<file path="config.mk">
export PLATFORM = sky130hd
export DESIGN_NAME = cmd5_cell
export DESIGN_NICKNAME = d
export VERILOG_FILES = /design/src/sv/chap_md5_response_check_macros.svh /design/src/sv/cmd5_pkg.sv /design/src/sv/cmd5_cell.sv
export SDC_FILE = /design/constraint.sdc
export NUM_CORES = 1
export LEC_CHECK = 0
export ABC_AREA = 1
export BUFFER_PORTS_ARGS = -buffer_cell sky130_fd_sc_hd__buf_2
export CORE_MARGIN = 2
export CORE_UTILIZATION = 32
export CTS_CLUSTER_SIZE = 28
export DETAILED_ROUTE_END_ITERATION = 10
export SYNTH_ARGS = -nofsm -noshare
export SYNTH_HDL_FRONTEND = slang
export SYNTH_SLANG_ARGS = --single-unit
</file>
<file path="constraint.sdc">
create_clock -name aclk -period 7.8 [get_ports aclk]
set_input_delay 0.78 -clock aclk [delete_from_list [all_inputs] [get_ports aclk]]
set_output_delay 0.78 -clock aclk [all_outputs]
set_load 0.01 [all_outputs]
</file>
<file path="src/sv/chap_md5_response_check_macros.svh">
// assertion helpers for the top-level rtl, clock and reset names fixed by the house style
`ifndef CHAP_MD5_RESPONSE_CHECK_MACROS_SVH
`define CHAP_MD5_RESPONSE_CHECK_MACROS_SVH

// same-cycle implication, checked out of reset
`define CMD5_ASSERT_NOW(label, ante, cons) \
    label: assert property (@(posedge aclk) disable iff (!aresetn) (ante) |-> (cons)) \
        else $error("cmd5 check failed");

// next-cycle implication, checked out of reset
`define CMD5_ASSERT_NEXT(label, ante, cons) \
    label: assert property (@(posedge aclk) disable iff (!aresetn) (ante) |=> (cons)) \
        else $error("cmd5 check failed");

`endif

</file>
<file path="src/sv/cmd5_pkg.sv">
package cmd5_pkg;

    localparam int SECRET_BYTES    = 8;
    localparam int CHALLENGE_BYTES = 16;
    localparam int MSG_BYTES       = 1 + SECRET_BYTES + CHALLENGE_BYTES;
    localparam int ROUNDS          = 64;
    localparam logic [15:0] MSG_BITS = 16'(MSG_BYTES * 8);

    // configuration register indexes
    typedef enum logic [2:0] {
        REG_IDENTIFIER     = 3'd0,
        REG_CHALLENGE_HIGH = 3'd1,
        REG_CHALLENGE_LOW  = 3'd2,
        REG_EXPECTED_HIGH  = 3'd3,
        REG_EXPECTED_LOW   = 3'd4
    } reg_index_t;

    // round function of each group of sixteen rounds
    typedef enum logic [1:0] {
        FN_F = 2'd0,
        FN_G = 2'd1,
        FN_H = 2'd2,
        FN_I = 2'd3
    } round_fn_t;

    typedef struct packed {
        logic [31:0] k;
        logic [4:0]  shift;
        logic [3:0]  g;
        round_fn_t   fn;
    } round_cfg_t;

    typedef struct packed {
        logic [31:0] a;
        logic [31:0] b;
        logic [31:0] c;
        logic [31:0] d;
        logic [63:0] secret;
    } md5_state_t;

    typedef struct packed {
        logic       valid;
        md5_state_t st;
    } stage_t;

    typedef struct packed {
        logic [7:0]  identifier;
        logic [63:0] challenge_high;
        logic [63:0] challenge_low;
    } msg_cfg_t;

    localparam logic [31:0] H0 = 32'h67452301;
    localparam logic [31:0] H1 = 32'hefcdab89;
    localparam logic [31:0] H2 = 32'h98badcfe;
    localparam logic [31:0] H3 = 32'h10325476;

    localparam logic [31:0] MD5_K [ROUNDS] = '{
        32'hd76aa478, 32'he8c7b756, 32'h242070db, 32'hc1bdceee,
        32'hf57c0faf, 32'h4787c62a, 32'ha8304613, 32'hfd469501,
        32'h698098d8, 32'h8b44f7af, 32'hffff5bb1, 32'h895cd7be,
        32'h6b901122, 32'hfd987193, 32'ha679438e, 32'h49b40821,
        32'hf61e2562, 32'hc040b340, 32'h265e5a51, 32'he9b6c7aa,
        32'hd62f105d, 32'h02441453, 32'hd8a1e681, 32'he7d3fbc8,
        32'h21e1cde6, 32'hc33707d6, 32'hf4d50d87, 32'h455a14ed,
        32'ha9e3e905, 32'hfcefa3f8, 32'h676f02d9, 32'h8d2a4c8a,
        32'hfffa3942, 32'h8771f681, 32'h6d9d6122, 32'hfde5380c,
        32'ha4beea44, 32'h4bdecfa9, 32'hf6bb4b60, 32'hbebfbc70,
        32'h289b7ec6, 32'heaa127fa, 32'hd4ef3085, 32'h04881d05,
        32'hd9d4d039, 32'he6db99e5, 32'h1fa27cf8, 32'hc4ac5665,
        32'hf4292244, 32'h432aff97, 32'hab9423a7, 32'hfc93a039,
        32'h655b59c3, 32'h8f0ccc92, 32'hffeff47d, 32'h85845dd1,
        32'h6fa87e4f, 32'hfe2ce6e0, 32'ha3014314, 32'h4e0811a1,
        32'hf7537e82, 32'hbd3af235, 32'h2ad7d2bb, 32'heb86d391
    };

    localparam logic [4:0] MD5_R [16] = '{
        5'd7, 5'd12, 5'd17, 5'd22, 5'd5, 5'd9, 5'd14, 5'd20,
        5'd4, 5'd11, 5'd16, 5'd23, 5'd6, 5'd10, 5'd15, 5'd21
    };

    // constants of one round: additive constant, rotation, message word, function
    function automatic round_cfg_t round_info(input logic [5:0] i);
        round_cfg_t r;
        r.k     = MD5_K[i];
        r.shift = MD5_R[{i[5:4], i[1:0]}];
        r.fn    = round_fn_t'(i[5:4]);
        case (i[5:4])
            2'd0:    r.g = i[3:0];
            2'd1:    r.g = 4'(i[3:0] * 4'd5 + 4'd1);
            2'd2:    r.g = 4'(i[3:0] * 4'd3 + 4'd5);
            default: r.g = 4'(i[3:0] * 4'd7);
        endcase
        return r;
    endfunction

    // one little-endian word of the padded block: identifier, secret, challenge, pad, length
    function automatic logic [31:0] msg_word(input msg_cfg_t cfg, input logic [63:0] secret,
                                             input logic [3:0] w);
        logic [511:0] blk;
        int c;
        blk = '0;
        for (int p = 0; p < 64; p++) begin
            c = p - 1 - SECRET_BYTES;
            if (p == 0) begin
                blk[7:0] = cfg.identifier;
            end else if (p <= SECRET_BYTES) begin
                blk[8*p +: 8] = secret[63 - 8*(p-1) -: 8];
            end else if (p < MSG_BYTES) begin
                if (c < 8) begin
                    blk[8*p +: 8] = cfg.challenge_high[63 - 8*c -: 8];
                end else begin
                    blk[8*p +: 8] = cfg.challenge_low[63 - 8*(c-8) -: 8];
                end
            end else if (p == MSG_BYTES) begin
                blk[8*p +: 8] = 8'h80;
            end else if (p == 56) begin
                blk[8*p +: 8] = MSG_BITS[7:0];
            end else if (p == 57) begin
                blk[8*p +: 8] = MSG_BITS[15:8];
            end
        end
        return blk[{w, 5'd0} +: 32];
    endfunction

    function automatic logic [31:0] rotl32(input logic [31:0] x, input logic [4:0] s);
        logic [63:0] dbl;
        dbl = {x, x} << s;
        return dbl[63:32];
    endfunction

    function automatic logic [31:0] bswap32(input logic [31:0] x);
        return {x[7:0], x[15:8], x[23:16], x[31:24]};
    endfunction

endpackage

</file>
<file path="src/sv/cmd5_cell.sv">
module cmd5_cell
    import cmd5_pkg::*;
(
    input  logic       aclk,
    input  logic       aresetn,
    input  logic       advance,
    input  round_cfg_t rcfg,
    input  msg_cfg_t   mcfg,
    input  stage_t     stage_in,
    output stage_t     stage_out
);

    logic        valid_reg;
    md5_state_t  state_reg;
    md5_state_t  state_next;
    logic [31:0] f;
    logic [31:0] m_word;
    logic [31:0] sum;

    always_comb begin
        unique case (rcfg.fn)
            FN_F:    f = (stage_in.st.b & stage_in.st.c) | (~stage_in.st.b & stage_in.st.d);
            FN_G:    f = (stage_in.st.d & stage_in.st.b) | (~stage_in.st.d & stage_in.st.c);
            FN_H:    f = stage_in.st.b ^ stage_in.st.c ^ stage_in.st.d;
            FN_I:    f = stage_in.st.c ^ (stage_in.st.b | ~stage_in.st.d);
            default: f = '0;
        endcase
        m_word = msg_word(mcfg, stage_in.st.secret, rcfg.g);
        sum    = stage_in.st.a + f + rcfg.k + m_word;

        // rotate the working words one place
        state_next.a      = stage_in.st.d;
        state_next.b      = stage_in.st.b + rotl32(sum, rcfg.shift);
        state_next.c      = stage_in.st.b;
        state_next.d      = stage_in.st.c;
        state_next.secret = stage_in.st.secret;
    end

    always_ff @(posedge aclk) begin
        if (!aresetn) begin
            valid_reg <= 1'b0;
        end else if (advance) begin
            valid_reg <= stage_in.valid;
        end
    end

    always_ff @(posedge aclk) begin
        if (advance) begin
            state_reg <= state_next;
        end
    end

    assign stage_out.valid = valid_reg;
    assign stage_out.st    = state_reg;

endmodule

</file>
==> results.md, run 1 <==
* Status: completed
* Post-synth cell types at between 40 and 50
* # Post-CTS Setup Buffers at 0
* Crit share post-route at 0.931
* CP Class: input port to flop
* Net Count, Synth at 2792
* # port buffers at approximately 570
* Avg WL per Cell at about 22 microns
* Fraction of layout instances using a drive strength above 1 at 0.284
* Min cycle time layout at about 7.3 ns
* Largest net degree at the start of global routing at 70
* Count leader, synth: nand2_1
* Clock Sinks at just under 200
* Initial antenna violation count at 11
* Max reg flops at 192
* Largest family of logic cells by synthesized area: simple AND/OR/NAND/NOR gates
* RSZ-0062 raised after global routing: false
* Post-route ant nets at 0
* First-pass GRT wire length at roughly 120000 microns
* Clk slew on worst S/H paths at roughly 0.09 ns
* Clk_lat worst skew at a little under 0.5 ns
* Nets at approximately 3500
* Logic pwr share at 0.604
* 1st-iter DRT viols at roughly 1900
* Remaining Overflow, GRT at 0
* Lkg Pwr at approximately 11 nW
* VDD IR-drop max at ~180 uV
* P&R area growth vs syn at 32.1%
* I/O Pins at roughly 570
* Die area at roughly 55000 sq um
* Cells on worst reg2reg path at 2
* Clock power frac at 0.158
* Synth top area share at 0.337
* Synth top area cells: edfxtp_1, nand3_1, nand2_1
* Routed WL at between 80000 and 90000 microns
* Sw Share at 0.462
* Crit path max fanout at 12
* Crit start category: input port
* Placed insts at approximately 3600
* Row count at 84
* Synthesized instance count at approximately 2300
* Post-Synth Simple-Gate Area at 0.271
* All-Layer GR Usage at 0.289
* Worst rel slew slack at 0.285
* CP required at roughly 8 ns
* Syn avg cell area at between 7 and 8 sq um
* CORE AREA at roughly 53000 sq um
* P_sw at about 0.0027 W
* Asr flop ratio synth at 0
* Most common library cells after synthesis: nand2_1, nand3_1, inv_1
* Final Skew at 0 ns
* Floorplan die height at roughly 240 microns
* Vias in the first global route at 18693
* Finished Layout Cells at between 3000 and 4000
* Adder-Cell Fraction of Synth Area at 0.120
* Post-synthesis mux area share at 0.000585
* Drt pass-1 iters at 5
* Max-cap check violation count at 0
* Die X at between 200 and 250 microns
* DP Worst Slack at -0.220 ns
* Post-synth EDFFs at around 190
* Mapped cell area at between 15000 and 20000 sq um
* Seq cells post-synth at 193
* Seq/Total Area, Yosys at 0.338
* Yosys warns at 0
* Power per cell area at 257 nW/um^2
* XOR/XNOR Fraction of Synth Area at 0.0256
* CP max-delay cell: fa_1
* Final setup vio count at 0
* CTS buffer count at 17
* Worst Setup End Kind: flop
* CTS tree: done
* Hold WC Path Type: input port to flop
* Worst hold path depth at 1
* Fmax at roughly 140 MHz
* Crit-path max cell delay at 0.49 ns
* Worst-Margin Slew at approximately 1.1 ns
* Final GP Congestion at 1.02
* Synth area leader: edfxtp_1
* DRC at 0
* Vias per inst at ~5.2
* # H-tree levels at 4
* Internal Dissipation at 0.00313 W
* Crit path DAT at 7.51 ns
* Starting Density at 0.324
* Setup WS post-layout at between 0.5 and 0.6 ns
* Compound-Gate Fraction of Synth Area at 0.158
* Fin. max-slew vios at 0
* Share of power burned in registers at 0.238
* Most used DFF post-synth: edfxtp_1
* HPWL after DPL at between 60000 and 70000 microns
* DR vias at between 15000 and 20000
* Final Hold Violating Endpoints at 0
* Clock tree root driver cell: clkbuf_16
* Clock Tree Buf Depth at 2
## stage by stage
| stage | TNS, ns | utilization | power [W] | hold WS (ns) | area, sq um |
|---|---|---|---|---|---|
| floorplan | 0 | - | 0.00338 | 0.502 | 17100 |
| global placement | -1.70 | 0.416 | 0.00487 | 0.524 | 22000 |
| detailed placement | -1.28 | 0.416 | 0.00488 | 0.537 | 22000 |
| CTS | 0 | 0.428 | 0.00582 | 0.424 | 22600 |
| global route | 0 | 0.429 | 0.00628 | 0.443 | 22600 |
| finish | 0 | 0.429 | 0.00582 | 0.465 | 22600 |
## layout by cell type (no fill, tap or decap), types with 9 or more instances in the layout
cell / instances
clkbuf_16: 17
a211oi_1: 26
inv_1: 307
nor3_1: 32
ha_1: 63
nor2_1: 236
nand3_2: 9
xor2_1: 33
fa_1: 63
nand3_1: 310
o32ai_1: 25
a21oi_1: 133
o22ai_1: 31
buf_4: 175
or2_2: 27
diode_2: 9
o21ai_0: 169
xnor2_1: 17
buf_2: 566
nand2_1: 410
o21ai_1: 14
edfxtp_1: 192
o211ai_1: 28
## layer usage
| metal | up-vias | global-route usage | share of wire |
|---|---|---|---|
| met5 | - | 0 | 0 |
| met4 | 0 | 0.0884 | 0.024 |
| met3 | 85 | 0.0436 | 0.062 |
| met2 | 848 | 0.463 | 0.46 |
| met1 | 9176 | 0.403 | 0.46 |
| li1 | 9175 | - | - |
## critical path: cells and delay by family
kind / cells / cell delay (ns)
AO/OA/AOI/OAI: 4 / 0.81
XOR/XNOR: 1 / 0.15
buffers and inverters: 7 / 0.73
AND/OR/NAND/NOR: 24 / 3.06
adder cells (fa/ha/maj): 5 / 1.95
## area by class of cell
class / count / area, sq um
antenna: 9 / 22.5
clock buffer: 17 / 425
clock inverter: 15 / 183
fill: 5557 / 30100
inverter: 312 / 1170
multi-input combinational: 1703 / 9870
sequential: 193 / 5790
tap: 688 / 861
timing repair buffer: 749 / 4300
## kinds of logic (layout without fill, tap and decap cells)
logic type                 count (synthesis)  after routing
AOI/OAI and AO/OA                        465            465
muxes                                      1              1
buffers and inverters                    395           1093
xor gates and xnor gates                  50             50
and+or+nand+nor                         1061           1061
DFF                                      193            193
adders and majority gates                126            126
other                                      0              9
## power groups by stage
| stage | sequential [W] | combinational [W] | clock [W] |
|---|---|---|---|
| global placement | 0.00140 | 0.00346 | 0 |
| finish | 0.00138 | 0.00352 | 0.000922 |
| CTS | 0.00139 | 0.00349 | 0.000947 |
| global route | 0.00140 | 0.00390 | 0.000984 |
| floorplan | 0.00148 | 0.00190 | 0 |
| detailed placement | 0.00141 | 0.00347 | 0 |
## final timing paths
kind	startpoint	endpoint	slack (ns)
worst max-delay path	rcfg[0]	stage_out[158]$_DFFE_PP_	0.54
worst min-delay path	stage_in[37]	stage_out[37]$_DFFE_PP_	0.46
worst max register to register	valid_reg$_SDFFE_PN0P_	valid_reg$_SDFFE_PN0P_	7.12
worst min register to register	valid_reg$_SDFFE_PN0P_	valid_reg$_SDFFE_PN0P_	0.56
## timing repair
action / in CTS / in global routing
endpoints found under the setup margin: 0 / 8
hold buffers: 0 / 0
resized for setup: 0 / 6
No activity file was read; power rests on OpenSTA's default activity.
==> run 2, diff against run 1 <==
CORE_ASPECT_RATIO = 0.6   (was unset)
==> results.md, run 2 (same netlist as run 1, synthesis figures left out) <==
* Largest net degree at the start of global routing at 74
* I/O Pins at around 570
* Lkg Pwr at between 10 and 15 nW
* Vias per inst at approximately 5.4
* Fin. max-slew vios at 0
* Fraction of layout instances using a drive strength above 1 at 0.316
* Clock Sinks at between 150 and 200
* RR Startpoint: valid_reg$_SDFFE_PN0P_
* Row count at between 60 and 70
* Wire length on met2 at about 36000 microns
* Routed WL at roughly 87000 microns
* Worst path bufs/invs at 5
* Max-cap check violation count at 0
* 1st-iter DRT viols at approximately 2300
* Final core occ at 0.448
* All-Layer GR Usage at 0.305
* CTS buffer count at 17
* # port buffers at ~570
* Commonest non-fill, non-tap cells in the layout: buf_2, nand2_1, nand3_1, inv_1, buf_4
* Hold WC Path Type: input port to flop
* Nets at approximately 3600
* Final Skew at 0 ns
* Clk_lat worst skew at between 0.4 and 0.5 ns
* DRC at 0
* Post-route ant nets at 0
* Worst hold path depth at 1
* Top Layer Used: met5
* Power per cell area at 269 nW/um^2
* Most common cell after layout, fill and taps aside: buf_2
* Status: completed
* Worst Setup End Kind: flop
* Remaining Overflow, GRT at 0
* Fill cells at about 5400
* Fin Setup TNS at 0 ns
* DR vias at ~21000
* Fmax at 134 MHz
* Max reg flops at around 190
* Floorplan die height at 183 microns
* Cells on worst reg2reg path at 2
* Worst Setup SP: stage_in[136]
* Clock Tree Buf Depth at 2
* Initial antenna violation count at 13
* Crit path max-delay family: simple AND/OR/NAND/NOR gates
* HPWL after DPL at roughly 74000 microns
* Hold wc startpoint: stage_in[24]
* Crit path DAT at between 7 and 8 ns
* Min cycle time layout at about 7.5 ns
* Worst hold slack at between 0.4 and 0.5 ns
* Final Hold Violating Endpoints at 0
* Die X at ~300 microns
* Clock tree root driver cell: clkbuf_16
* Cell mode on critical path: nand2_1
* Crit path max fanout at 5
* P&R area growth vs syn at 37.9%
* Starting Density at 0.325
* Wl on met1 at 41700 microns
* Crit start category: input port
* Worst-Margin Slew at 1.04 ns
* Met3 Routed Length at 8470 microns
* Avg WL per Cell at ~23 microns
* CORE AREA at roughly 53000 sq um
* Final GP Congestion at 1.06
* First-pass GRT wire length at around 120000 microns
* Final setup vio count at 0
* # hold bufs at CTS at 0
* # H-tree levels at 4
* CTS tree: done
* CP required at ~8.0 ns
* Vias in the first global route at between 15000 and 20000
* VDD IR-drop max at 215 uV
* Number of cells on the critical path at 39
* CP Class: input port to flop
* Crit share post-route at 0.956
* Worst rel slew slack at 0.303
* Drt pass-1 iters at 6
* Die area at roughly 55000 sq um
* Crit-path max cell delay at around 0.5 ns
* CP max-delay cell: fa_1
* Clk slew on worst S/H paths at about 0.090 ns
[run 2: worst paths after layout]
path / endpoint / slack, ns
max: stage_out[158]$_DFFE_PP_ / 0.34
min: stage_out[24]$_DFFE_PP_ / 0.47
max reg2reg: valid_reg$_SDFFE_PN0P_ / 7.12
min reg2reg: valid_reg$_SDFFE_PN0P_ / 0.58
[run 2: report_power, final]
group	switching, W	total (W)	internal [W]	leakage (nW)
registers	0.0000399	0.00138	0.00134	1.89
clock network	0.000473	0.000926	0.000454	0.282
logic	0.00241	0.00404	0.00162	9.38
[run 2: area by class of cell]
cell class                      instances  area, sq um  area share
Timing Repair Buffer                  860         5200       0.220
Clock inverter                         13          145     0.00615
Inverter                              312         1170      0.0498
Antenna cell                            9         22.5    0.000954
Sequential cell                       193         5790       0.245
Tap cell                              703          880      0.0373
Multi-Input combinational cell       1703         9970       0.422
Clock buffer                           19          433      0.0183
[run 2: routing by layer]
metal  vias to the layer above  track usage
met4                         6       0.0499
met1                      9911        0.478
met5                         -            0
met2                      1099        0.433
li1                       9410            -
met3                        74       0.0593
[run 2: repair_timing]
action	in CTS	in global routing
endpoints found under the setup margin	0	13
gates resized for setup	0	36
setup buffers	0	0
[run 2: per-stage QoR]
step                cells  area [sq um]  power (W)  worst slack, ns
floorplan            2291         17100    0.00338             1.17
global placement     3771         22900    0.00527          -0.0897
detailed placement   3771         22900    0.00528           -0.163
CTS                  3803         23500    0.00623            0.306
global route         3810         23600    0.00676          -0.0107
finish               3812         23600    0.00634            0.344
